[config.mk]
export PLATFORM = sky130hd
export DESIGN_NAME = mixed_width_register_alu_exec_unit
export DESIGN_NICKNAME = d
export VERILOG_FILES = /design/src/design/mwr_pkg.sv /design/src/design/mwr_front.sv /design/src/design/mwr_queue.sv /design/src/design/mwr_back.sv /design/src/design/mixed_width_register_alu_exec_unit.sv
export VERILOG_INCLUDE_DIRS = /design/src /design/src/design
export SDC_FILE = /design/constraint.sdc
export NUM_CORES = 1
export LEC_CHECK = 0
export BUFFER_PORTS_ARGS = -buffer_cell sky130_fd_sc_hd__buf_2
export CAP_MARGIN = 30
export CORE_ASPECT_RATIO = 2
export CORE_MARGIN = 2
export CORE_UTILIZATION = 60
export DETAILED_ROUTE_END_ITERATION = 10
export GPL_TIMING_DRIVEN = 0
export PLACE_DENSITY_LB_ADDON = 0.25
export SYNTH_ARGS = -nofsm -noshare
export SYNTH_HDL_FRONTEND = slang
export SYNTH_HIERARCHICAL = 1
export SYNTH_SLANG_ARGS = --single-unit
export TNS_END_PERCENT = 30
[constraint.sdc]
create_clock -name clk_i -period 20.3 [get_ports clk_i]
set_input_delay 4.06 -clock clk_i [delete_from_list [all_inputs] [get_ports clk_i]]
set_output_delay 4.06 -clock clk_i [all_outputs]
set_load 0.03 [all_outputs]
[src/design/mixed_width_register_alu_exec_unit_macros.svh]
// Assertion macros shared by the execution unit's RTL files.
`ifndef MIXED_WIDTH_REGISTER_ALU_EXEC_UNIT_MACROS_SVH
`define MIXED_WIDTH_REGISTER_ALU_EXEC_UNIT_MACROS_SVH

// Checks that the consequent holds in the same cycle as the antecedent.
`define MWR_ASSERT_IMPLY(label, clk, rst_n, ante, cons, msg) \
  label: assert property (@(posedge clk) disable iff (!(rst_n)) (ante) |-> (cons)) \
    else $error(msg);

// Checks that the consequent holds in the cycle after the antecedent.
`define MWR_ASSERT_NEXT(label, clk, rst_n, ante, cons, msg) \
  label: assert property (@(posedge clk) disable iff (!(rst_n)) (ante) |=> (cons)) \
    else $error(msg);

`endif

[src/design/mwr_pkg.sv]
// Types, codes and decode helpers for the mixed-width register execution unit.
package mwr_pkg;

  // Operation codes of the instruction word.
  typedef enum logic [1:0] {
    CMD_SET = 2'd0,
    CMD_ADD = 2'd1,
    CMD_SUB = 2'd2,
    CMD_JNZ = 2'd3
  } cmd_e;

  // Register classes after decode of a 4-bit register code.
  typedef enum logic [1:0] {
    RK_PC     = 2'd0,
    RK_NARROW = 2'd1,
    RK_WIDE   = 2'd2,
    RK_NONE   = 2'd3
  } reg_kind_e;

  // Register code map.
  localparam logic [3:0] RegCodePc       = 4'd0;
  localparam logic [3:0] RegCodeNarrowLo = 4'd1;
  localparam logic [3:0] RegCodeNarrowHi = 4'd4;
  localparam logic [3:0] RegCodeWideLo   = 4'd5;
  localparam logic [3:0] RegCodeWideHi   = 4'd10;

  localparam int NumNarrow = 4;
  localparam int NumWide   = 6;
  localparam int NarrowW   = 8;
  localparam int WordW     = 32;
  localparam int RegIdxW   = $clog2(NumWide);

  // Stream word widths.
  localparam int InDataW  = 48;
  localparam int OutDataW = 72;

  // Queue between decode and execute.
  localparam int QDepth  = 2;
  localparam int QPtrW   = $clog2(QDepth);
  localparam int QLevelW = $clog2(QDepth + 1);

  typedef struct packed {
    reg_kind_e            kind;
    logic [RegIdxW-1:0]   idx;
  } reg_sel_t;

  // Decoded instruction as it travels through the queue.
  typedef struct packed {
    cmd_e              cmd;
    reg_sel_t          dst;
    reg_sel_t          src;
    logic [WordW-1:0]  imm;
  } uop_t;

  // Maps a register code to its class and index within that class.
  function automatic reg_sel_t decode_reg(input logic [3:0] code);
    reg_sel_t sel;
    logic [3:0] rel;
    sel.kind = RK_NONE;
    sel.idx  = '0;
    rel      = '0;
    if (code == RegCodePc) begin
      sel.kind = RK_PC;
    end else if (code >= RegCodeNarrowLo && code <= RegCodeNarrowHi) begin
      rel      = code - RegCodeNarrowLo;
      sel.kind = RK_NARROW;
      sel.idx  = rel[RegIdxW-1:0];
    end else if (code >= RegCodeWideLo && code <= RegCodeWideHi) begin
      rel      = code - RegCodeWideLo;
      sel.kind = RK_WIDE;
      sel.idx  = rel[RegIdxW-1:0];
    end
    return sel;
  endfunction

endpackage

[src/design/mwr_front.sv]
// Front end: unpacks the incoming instruction word and decodes its register codes.
module mwr_front (
  input  logic [mwr_pkg::InDataW-1:0] in_data_i,
  output mwr_pkg::uop_t               uop_o
);

  // Field positions in the input word, lowest bit first.
  logic [1:0]  cmd_raw;
  logic [3:0]  dst_raw;
  logic [3:0]  src_raw;
  logic [31:0] imm_raw;

  assign cmd_raw = in_data_i[1:0];
  assign dst_raw = in_data_i[5:2];
  assign src_raw = in_data_i[9:6];
  assign imm_raw = in_data_i[41:10];

  // Classify both register operands.
  always_comb begin
    uop_o.cmd = mwr_pkg::cmd_e'(cmd_raw);
    uop_o.dst = mwr_pkg::decode_reg(dst_raw);
    uop_o.src = mwr_pkg::decode_reg(src_raw);
    uop_o.imm = imm_raw;
  end

endmodule

[src/design/mwr_queue.sv]
// Short queue of decoded instructions between the front and back ends.
module mwr_queue (
  input  logic                          clk_i,
  input  logic                          rst_ni,
  input  logic                          push_i,
  input  mwr_pkg::uop_t                 push_uop_i,
  output logic                          full_o,
  input  logic                          pop_i,
  output logic                          valid_o,
  output mwr_pkg::uop_t                 pop_uop_o,
  output logic [mwr_pkg::QLevelW-1:0]   level_o
);

  mwr_pkg::uop_t                 mem_q [mwr_pkg::QDepth];
  logic [mwr_pkg::QPtrW-1:0]     wr_ptr_q, wr_ptr_d;
  logic [mwr_pkg::QPtrW-1:0]     rd_ptr_q, rd_ptr_d;
  logic [mwr_pkg::QLevelW-1:0]   level_q, level_d;

  assign full_o    = (level_q == mwr_pkg::QLevelW'(mwr_pkg::QDepth));
  assign valid_o   = (level_q != '0);
  assign pop_uop_o = mem_q[rd_ptr_q];
  assign level_o   = level_q;

  // Pointer and fill level update.
  always_comb begin
    wr_ptr_d = wr_ptr_q;
    rd_ptr_d = rd_ptr_q;
    level_d  = level_q;
    if (push_i) begin
      wr_ptr_d = (wr_ptr_q == mwr_pkg::QPtrW'(mwr_pkg::QDepth - 1)) ? '0 : wr_ptr_q + 1'b1;
    end
    if (pop_i) begin
      rd_ptr_d = (rd_ptr_q == mwr_pkg::QPtrW'(mwr_pkg::QDepth - 1)) ? '0 : rd_ptr_q + 1'b1;
    end
    if (push_i && !pop_i) begin
      level_d = level_q + 1'b1;
    end else if (pop_i && !push_i) begin
      level_d = level_q - 1'b1;
    end
  end

  always_ff @(posedge clk_i or negedge rst_ni) begin
    if (!rst_ni) begin
      wr_ptr_q <= '0;
      rd_ptr_q <= '0;
      level_q  <= '0;
    end else begin
      wr_ptr_q <= wr_ptr_d;
      rd_ptr_q <= rd_ptr_d;
      level_q  <= level_d;
    end
  end

  // Entry storage holds payload only.
  always_ff @(posedge clk_i) begin
    if (push_i) begin
      mem_q[wr_ptr_q] <= push_uop_i;
    end
  end

endmodule

[src/design/mwr_back.sv]
// Back end: register file, execution of one instruction per cycle unless the output stalls, and output register.
module mwr_back (
  input  logic                           clk_i,
  input  logic                           rst_ni,
  input  logic                           uop_valid_i,
  input  mwr_pkg::uop_t                  uop_i,
  output logic                           uop_ready_o,
  output logic                           out_valid_o,
  input  logic                           out_ready_i,
  output logic [mwr_pkg::OutDataW-1:0]   out_data_o
);

  localparam int WordW   = mwr_pkg::WordW;
  localparam int NarrowW = mwr_pkg::NarrowW;

  logic [WordW-1:0]                         pc_q, pc_d;
  logic [mwr_pkg::NumNarrow-1:0][NarrowW-1:0] narrow_q;
  logic [mwr_pkg::NumWide-1:0][WordW-1:0]     wide_q;

  logic             out_valid_q;
  logic [WordW-1:0] out_pc_q, out_dest_q;
  logic             out_taken_q;

  logic             fire;
  logic [WordW-1:0] dst_val, src_val, result, dest_after;
  logic             is_jump, taken;

  // Reads one operand from the register file, narrow values zero-extended.
  function automatic logic [WordW-1:0] read_reg(
    input mwr_pkg::reg_sel_t                         sel,
    input logic [WordW-1:0]                          pc,
    input logic [mwr_pkg::NumNarrow-1:0][NarrowW-1:0] nar,
    input logic [mwr_pkg::NumWide-1:0][WordW-1:0]     wid
  );
    logic [WordW-1:0] val;
    val = '0;
    unique case (sel.kind)
      mwr_pkg::RK_PC:     val = pc;
      mwr_pkg::RK_NARROW: val = {{(WordW-NarrowW){1'b0}}, nar[sel.idx[1:0]]};
      mwr_pkg::RK_WIDE:   val = wid[sel.idx];
      default:            val = '0;
    endcase
    return val;
  endfunction

  assign uop_ready_o = !out_valid_q || out_ready_i;
  assign fire        = uop_valid_i && uop_ready_o;

  // Operand read and ALU.
  always_comb begin
    dst_val = read_reg(uop_i.dst, pc_q, narrow_q, wide_q);
    src_val = read_reg(uop_i.src, pc_q, narrow_q, wide_q);
    is_jump = (uop_i.cmd == mwr_pkg::CMD_JNZ);
    taken   = is_jump && (dst_val != '0);
    unique case (uop_i.cmd)
      mwr_pkg::CMD_SET: result = uop_i.imm;
      mwr_pkg::CMD_ADD: result = dst_val + src_val;
      mwr_pkg::CMD_SUB: result = dst_val - src_val;
      default:          result = dst_val;
    endcase
  end

  // Next program counter: a non-jump that wrote the counter still increments it.
  always_comb begin
    if (taken) begin
      pc_d = uop_i.imm;
    end else if (!is_jump && uop_i.dst.kind == mwr_pkg::RK_PC) begin
      pc_d = result + 1'b1;
    end else begin
      pc_d = pc_q + 1'b1;
    end
  end

  // Destination value as seen after the instruction.
  always_comb begin
    unique case (uop_i.dst.kind)
      mwr_pkg::RK_PC:     dest_after = pc_d;
      mwr_pkg::RK_NARROW: dest_after = is_jump ? dst_val
                                               : {{(WordW-NarrowW){1'b0}}, result[NarrowW-1:0]};
      mwr_pkg::RK_WIDE:   dest_after = is_jump ? dst_val : result;
      default:            dest_after = '0;
    endcase
  end

  // Architectural register file update.
  always_ff @(posedge clk_i or negedge rst_ni) begin
    if (!rst_ni) begin
      pc_q     <= '0;
      narrow_q <= '0;
      wide_q   <= '0;
    end else if (fire) begin
      pc_q <= pc_d;
      if (!is_jump && uop_i.dst.kind == mwr_pkg::RK_NARROW) begin
        narrow_q[uop_i.dst.idx[1:0]] <= result[NarrowW-1:0];
      end
      if (!is_jump && uop_i.dst.kind == mwr_pkg::RK_WIDE) begin
        wide_q[uop_i.dst.idx] <= result;
      end
    end
  end

  // Output word valid flag.
  always_ff @(posedge clk_i or negedge rst_ni) begin
    if (!rst_ni) begin
      out_valid_q <= 1'b0;
    end else if (uop_ready_o) begin
      out_valid_q <= uop_valid_i;
    end
  end

  // Output word payload.
  always_ff @(posedge clk_i) begin
    if (fire) begin
      out_pc_q    <= pc_d;
      out_dest_q  <= dest_after;
      out_taken_q <= taken;
    end
  end

  assign out_valid_o = out_valid_q;
  assign out_data_o  = {{(mwr_pkg::OutDataW-2*WordW-1){1'b0}}, out_taken_q, out_dest_q, out_pc_q};

endmodule

[src/design/mixed_width_register_alu_exec_unit.sv]
// Top level of the mixed-width register execution unit.
//
//   Channel   Dir  Word layout (low bit first)
//   s_axis    in   cmd[1:0] dest_reg[5:2] src_reg[9:6] imm_value[41:10], zero pad to 48
//   m_axis    out  pc_after[31:0] dest_value[63:32] branch_taken[64], zero pad to 72
//
// One instruction per cycle is sustained while the output is not stalled; each
// word passes through the queue entry, then the execute stage with its output register.
// The register file read, ALU add or subtract and write-back all happen within the execute stage.
// Reset clears the program counter, all registers, the queue and the output flag.
// A stalled output holds its word while the two-entry queue keeps taking input until it is full.
`include "mixed_width_register_alu_exec_unit_macros.svh"

module mixed_width_register_alu_exec_unit (
  input  logic                           clk_i,
  input  logic                           rst_ni,
  input  logic                           s_axis_tvalid,
  output logic                           s_axis_tready,
  // cmd, dest_reg, src_reg, imm_value
  input  logic [mwr_pkg::InDataW-1:0]    s_axis_tdata,
  output logic                           m_axis_tvalid,
  input  logic                           m_axis_tready,
  // pc_after, dest_value, branch_taken
  output logic [mwr_pkg::OutDataW-1:0]   m_axis_tdata
);

  mwr_pkg::uop_t                 dec_uop;
  mwr_pkg::uop_t                 q_uop;
  logic                          q_full, q_valid, q_pop, push;
  logic                          back_ready;
  logic [mwr_pkg::QLevelW-1:0]   q_level;

  assign s_axis_tready = !q_full;
  assign push          = s_axis_tvalid && !q_full;
  assign q_pop         = q_valid && back_ready;

  mwr_front u_front (
    .in_data_i (s_axis_tdata),
    .uop_o     (dec_uop)
  );

  mwr_queue u_queue (
    .clk_i      (clk_i),
    .rst_ni     (rst_ni),
    .push_i     (push),
    .push_uop_i (dec_uop),
    .full_o     (q_full),
    .pop_i      (q_pop),
    .valid_o    (q_valid),
    .pop_uop_o  (q_uop),
    .level_o    (q_level)
  );

  mwr_back u_back (
    .clk_i       (clk_i),
    .rst_ni      (rst_ni),
    .uop_valid_i (q_valid),
    .uop_i       (q_uop),
    .uop_ready_o (back_ready),
    .out_valid_o (m_axis_tvalid),
    .out_ready_i (m_axis_tready),
    .out_data_o  (m_axis_tdata)
  );

  // Queue fill never exceeds its depth.
  `MWR_ASSERT_IMPLY(a_q_level, clk_i, rst_ni, 1'b1, q_level <= mwr_pkg::QLevelW'(mwr_pkg::QDepth), "queue level above depth")

  // A word taken with nothing new entering execute leaves the output empty.
  `MWR_ASSERT_NEXT(a_out_drain, clk_i, rst_ni, m_axis_tvalid && m_axis_tready && !q_pop, !m_axis_tvalid, "output word repeated")

  // A popped instruction always shows up at the output next cycle.
  `MWR_ASSERT_NEXT(a_pop_out, clk_i, rst_ni, q_pop, m_axis_tvalid, "executed instruction lost")

endmodule
# Word level (Yosys, flattened, before mapping)
# Memories as Yosys holds them, arrays and structs flattened.
# Cells that the tools add are included.
[totals]
register_bits = 326
latch_bits = 0
ramBits = 88
mem_bits_ro = 0
input_bits = 52
wordCells = 119
mem_count = 1
[mem_list]
columns = ["name", "depth", "word_bits", "read_ports", "rd_ports_with_merged_regs", "write_ports", "line_no", "text"]
rows = [
  ["u_queue.mem_q", 2, 44, 1, 0, 1, "mwr_queue.sv:14", "mwr_pkg::uop_t mem_q [mwr_pkg::QDepth];"],
]
[classes]
n_addsub = 12
n_mul = 0
div = 0
order_cmp = 14
n_eq_ne = 8
shifts = 0
mux = 36
n_bitwise = 0
n_reduce_logical = 30
[op_table]
columns = ["operator", "n"]
rows = [
  ["32-bit case mux with 3 select lines", 4],
  ["32-bit 2-to-1 mux", 7],
  ["32-bit binary-select mux with 3-bit select", 2],
  ["192-bit bitwise mux", 1],
  ["32-bit demux with 3-bit select", 1],
  ["32-bit by 1-bit adder with 32-bit output (second input constant)", 2],
  ["32-bit adder", 1],
  ["8-bit binary-select mux with 2-bit select", 2],
  ["32-bit bitwise mux", 1],
  ["32-bit nonzero test", 1],
  ["32-bit subtractor", 1],
  ["8-bit 2-to-1 mux", 3],
  ["8-bit demux with 2-bit select", 1],
  ["1-bit logical AND", 14],
  ["2-bit == test (second input constant)", 5],
  ["5-bit 2-to-1 mux", 2],
  ["4-bit by 1-bit greater-or-equal comparator with 1-bit output (second input constant)", 2],
  ["4-bit by 3-bit greater-or-equal comparator with 1-bit output (second input constant)", 2],
  ["4-bit by 3-bit <= comparator with 1-bit output (second input constant)", 2],
  ["4-bit <= comparator (second input constant)", 2],
  ["4-bit zero test", 2],
  ["3-bit by 4-bit less-than comparator with 1-bit output (second input constant)", 2],
  ["2-bit 2-to-1 mux", 4],
  ["4-bit 2-to-1 mux", 2],
  ["16 further kinds", 34],
]

# Logic depth before layout (Yosys ltp)
# An unclocked memory read counts as a cell.
[depth]
word_depth = 10
depth_mapped = 31

# Modules after synthesis
# Netlist, hierarchy kept.
[by_module_without_submodules]
columns = ["module", "instances", "cells_each", "area_each_um2", "seq_area_each_um2"]
rows = [
  ["mwr_back", 1, 2282, 21538.2, 8383.0],
  ["mwr_queue", 1, 153, 3564.7, 2742.6],
  ["mwr_front", 1, 76, 574.3, 0.0],
  ["mixed_width_register_alu_exec_unit", 1, 3, 16.3, 0.0],
]

# Least setup slack after synthesis
# Ideal clock, no wire load.
[synth_timing]
path_type = "input-to-reg"
from = "in m_axis_tready"
to = "reg u_back.out_dest_q[0], enable pin"
setup_ns = 0.455
t_arrival_ns = 6.794
required_ns = 19.845
setup_slack_ns = 13.051
path_stages = 5
path_buffers = 2
path_cell_list = "nand2b_1 nand2_1 clkinv_1 buf_1 clkbuf_1"
[synth_via]
elab_chain_len = 2
[synth_rtl]
columns = ["item", "line_no", "text"]
rows = [
  ["from (decl)", "mixed_width_register_alu_exec_unit.sv:22", "input logic m_axis_tready,"],
  ["1-bit logical OR", "mwr_back.sv:46", "assign uop_ready_o = !out_valid_q || out_ready_i;"],
  ["1-bit logical AND", "mwr_back.sv:47", "assign fire = uop_valid_i && uop_ready_o;"],
  ["net u_back.fire", "mwr_back.sv:24", "logic fire;"],
  ["to (signal assigned)", "mwr_back.sv:115", "out_dest_q <= dest_after;"],
  ["to (decl)", "mwr_back.sv:21", "logic [WordW-1:0] out_pc_q, out_dest_q;"],
]
# The timed path passes the listed nets, and every way through them passes these cells.
# A chain may end at the register's enable or synchronous reset.

==> summary.txt <==
Die
  – # rows: 107
  – Core Footprint: 42400 um2
  – Top-level port count: 126
  – Initial Util: 0.605
  – Die Wd: 150 um
  – Die area: 44600 um2
  – Chip Height: 297 um

Timing
  – Unrepaired setup endpoints after global routing: false
  – Setup TNS: 0 ns
  – Minimum clock period: 9.95 ns
  – Pins over their slew limit: 0
  – Final Skew: 0.0260 ns
  – Max Clk Rate: 0.101 GHz
  – Worst-margin pin slew: 1.25 ns
  – Final Hold Vio Count: 0
  – Worst slew margin: 0.161
  – Finish-stage setup viols: 0
  – Crit share post-route: 0.490

Place
  – I/O Buffers: 78
  – HPWL after DPL: 79700 um
  – GP Congestion: 1.03

Logic synthesis
  – Multiplexer share of the synthesized area: 0.170
  – Post-Synth Adder-Cell Area: 0.0217
  – Post-Syn Area: 25700 um2
  – Post-synth ARST share: 0.630
  – Cells after Synth: 2514
  – Ys flop type: dfrtp_1
  – Largest family of logic cells by synthesized area: multiplexers
  – Register area share after synthesis: 0.433
  – Synthesis-stage register bit count: 414
  – Xor-xnor portion of the synthesized cell area: 0.0235
  – Post-synth EDFFs: 153
  – Synth warnings: 6
  – Yosys top cell area share: 0.254
  – Post-synthesis compound-gate area fraction: 0.169
  – Avg Inst Size Synth: 10.2 um2
  – Unique masters post-synth: 107
  – Area share of and/or/nand/nor cells after synthesis: 0.130
  – Most area-hungry cell type in the Yosys netlist: dfrtp_1
  – Synth top area cells: dfrtp_1 (25%), edfxtp_1 (18%), mux2i_1 (5.4%)

Clocking
  – CTS tree: done
  – Clk slew on worst S/H paths: 0.07 ns
  – Clock buffer depth: 3
  – Clock buffer count from CTS: 37
  – Setup Buffers After CTS: 0
  – Clk_lat worst skew: 0.56 ns
  – CTS resizes: 0
  – Hold buffers post-CTS: 0
  – Clock root cell: clkbuf_16
  – Sink Count: 414
  – H-tree depth: 2

Global route
  – First-pass GRT wire length: 149000 um
  – Largest net degree at the start of global routing: 105
  – Number of global-route vias before repair: 22900
  – Gr usage total: 0.468
  – Grt ovf: 0
  – Initial antenna violation count: 2

Routing
  – Initial DRC count: 2619
  – DRC: 0
  – Pre-antenna DRT Iters: 7
  – Routed length per placed instance: 32.2 um
  – DR vias: 23000
  – Wirelength, routed: 104000 um
  – Post-route ant nets: 0
  – Routed vias/inst: 7.11

Layout
  – Fin nets: 2757
  – Layout overhead on the synthesized area: 10.1%
  – Layout cells sized above 1: 0.194
  – Most frequent cells in the layout: nand2_1 (317), o21ai_0 (266), dfrtp_1 (261)
  – Most common cell after layout, fill and taps aside: nand2_1

Critical path
  – Critical Path End Type: flip-flop
  – R2R Path Start: u_queue/rd_ptr_q
  – Largest stage delay, worst path: 0.91 ns
  – WP data required: 20.59 ns
  – FF-to-FF setup slack: 10.35 ns
  – Most used cell, CP: clkbuf_1
  – Critical path class: flip-flop to flip-flop
  – Worst Path Arrival: 10.24 ns
  – CP Launch Type: flip-flop
  – Critical path buffer and inverter count: 5
  – Slowest-stage cell, CP: clkbuf_1
  – CP Max Fanout: 10
  – Top Family by Delay on Critical Path: simple AND/OR/NAND/NOR gates
  – Crit path from: u_queue/rd_ptr_q

Run status
  – Status: finished, final reports clean

Worst hold path
  – Worst Hold Launch: u_back/wide_q[33]
  – Hold/Removal Path Class: flip-flop to flip-flop

Job
  – MaxCap Viol Count: 0
==> state kept, by name, indices dropped and copies added (netlist names) <==
name                flops
u_back/wide_q         192
u_back/out_pc_q        32
u_queue/level_o         2
u_queue/rd_ptr_q        1
u_queue/mem_q          88
u_back/narrow_q        32
u_back/pc_q            32
u_back/out_dest_q      32
u_queue/wr_ptr_q        1
u_back/out_valid_o      1
u_back/out_taken_q      1
==> layout make-up <==
type,count,area [um2]
inverters,52,195
flip-flops and latches,414,11100
clock buffers,52,1000
clock inverters,14,186
diodes,1,2.50
fillers,3358,14100
multi-input cells,1843,13300
repair buffers,102,684
plain buffers,211,1150
well taps,545,682
==> path summary, 6_finish.rpt <==
| kind | to | cells after the start |
|---|---|---|
| setup reg to reg | u_back/out_pc_q[31] | 29 |
| max in group asynchronous | u_back/wide_q[151] | 2 |
| hold reg to reg | u_back/wide_q[33] | 2 |
| min in group asynchronous | u_back/narrow_q[4] | 1 |
| setup / recovery | u_back/out_pc_q[31] | 29 |
| hold / removal | u_back/wide_q[33] | 2 |
==> routing by layer <==
layer,GRT usage,routed length (um),up-vias
met5,0,13,-
met4,0.478,13600,2
met3,0.0853,9510,655
met2,0.753,48700,1771
met1,0.496,32500,11000
li1,-,-,9565
==> worst min-delay path, stage by stage, from the launching register on <==
cell     delay (ns)
dfrtp_1        0.36
nand2_1        0.05
o21ai_0        0.06
==> cells in the mapped netlist (all sizes together), types with 17 or more instances <==
master / count
a21oi: 123
dfrtp: 261
nor2b: 26
nand4: 25
mux2i: 138
inv: 49
buf: 115
clkbuf: 96
ha: 43
xnor2: 41
nor3: 49
nand3: 21
a21o: 18
nor4: 21
and3: 18
o22ai: 36
mux4: 50
xor2: 28
edfxtp: 153
nor2: 146
nand2: 317
a211oi: 17
o21ai: 274
mux2: 153
==> through the flow <==
stage               cell area (um2)   util  hold slack [ns]  setup slack, ns  cells
detailed placement            27000  0.636            0.492            10.92   3158
CTS                           28200  0.664            0.503            10.89   3224
finish                        28300  0.667            0.508            10.35   3234
global placement              26800  0.631            0.465            10.52   3143
global route                  28300  0.667            0.530            10.18   3233
floorplan                     25700      -            0.447            13.05   2520
==> cell families (layout without fill, tap and decap cells) <==
logic type,Yosys count,after routing
adder cells (fa/ha/maj),44,44
AO/OA/AOI/OAI,670,670
other,1,8
AND/OR/NAND/NOR,712,712
flip-flops,414,414
multiplexers,341,341
buffers and inverters,263,431
XOR/XNOR,69,69
Power is not shown: default switching activity piles up to over one toggle a cycle in this logic, so the estimate is an artifact.
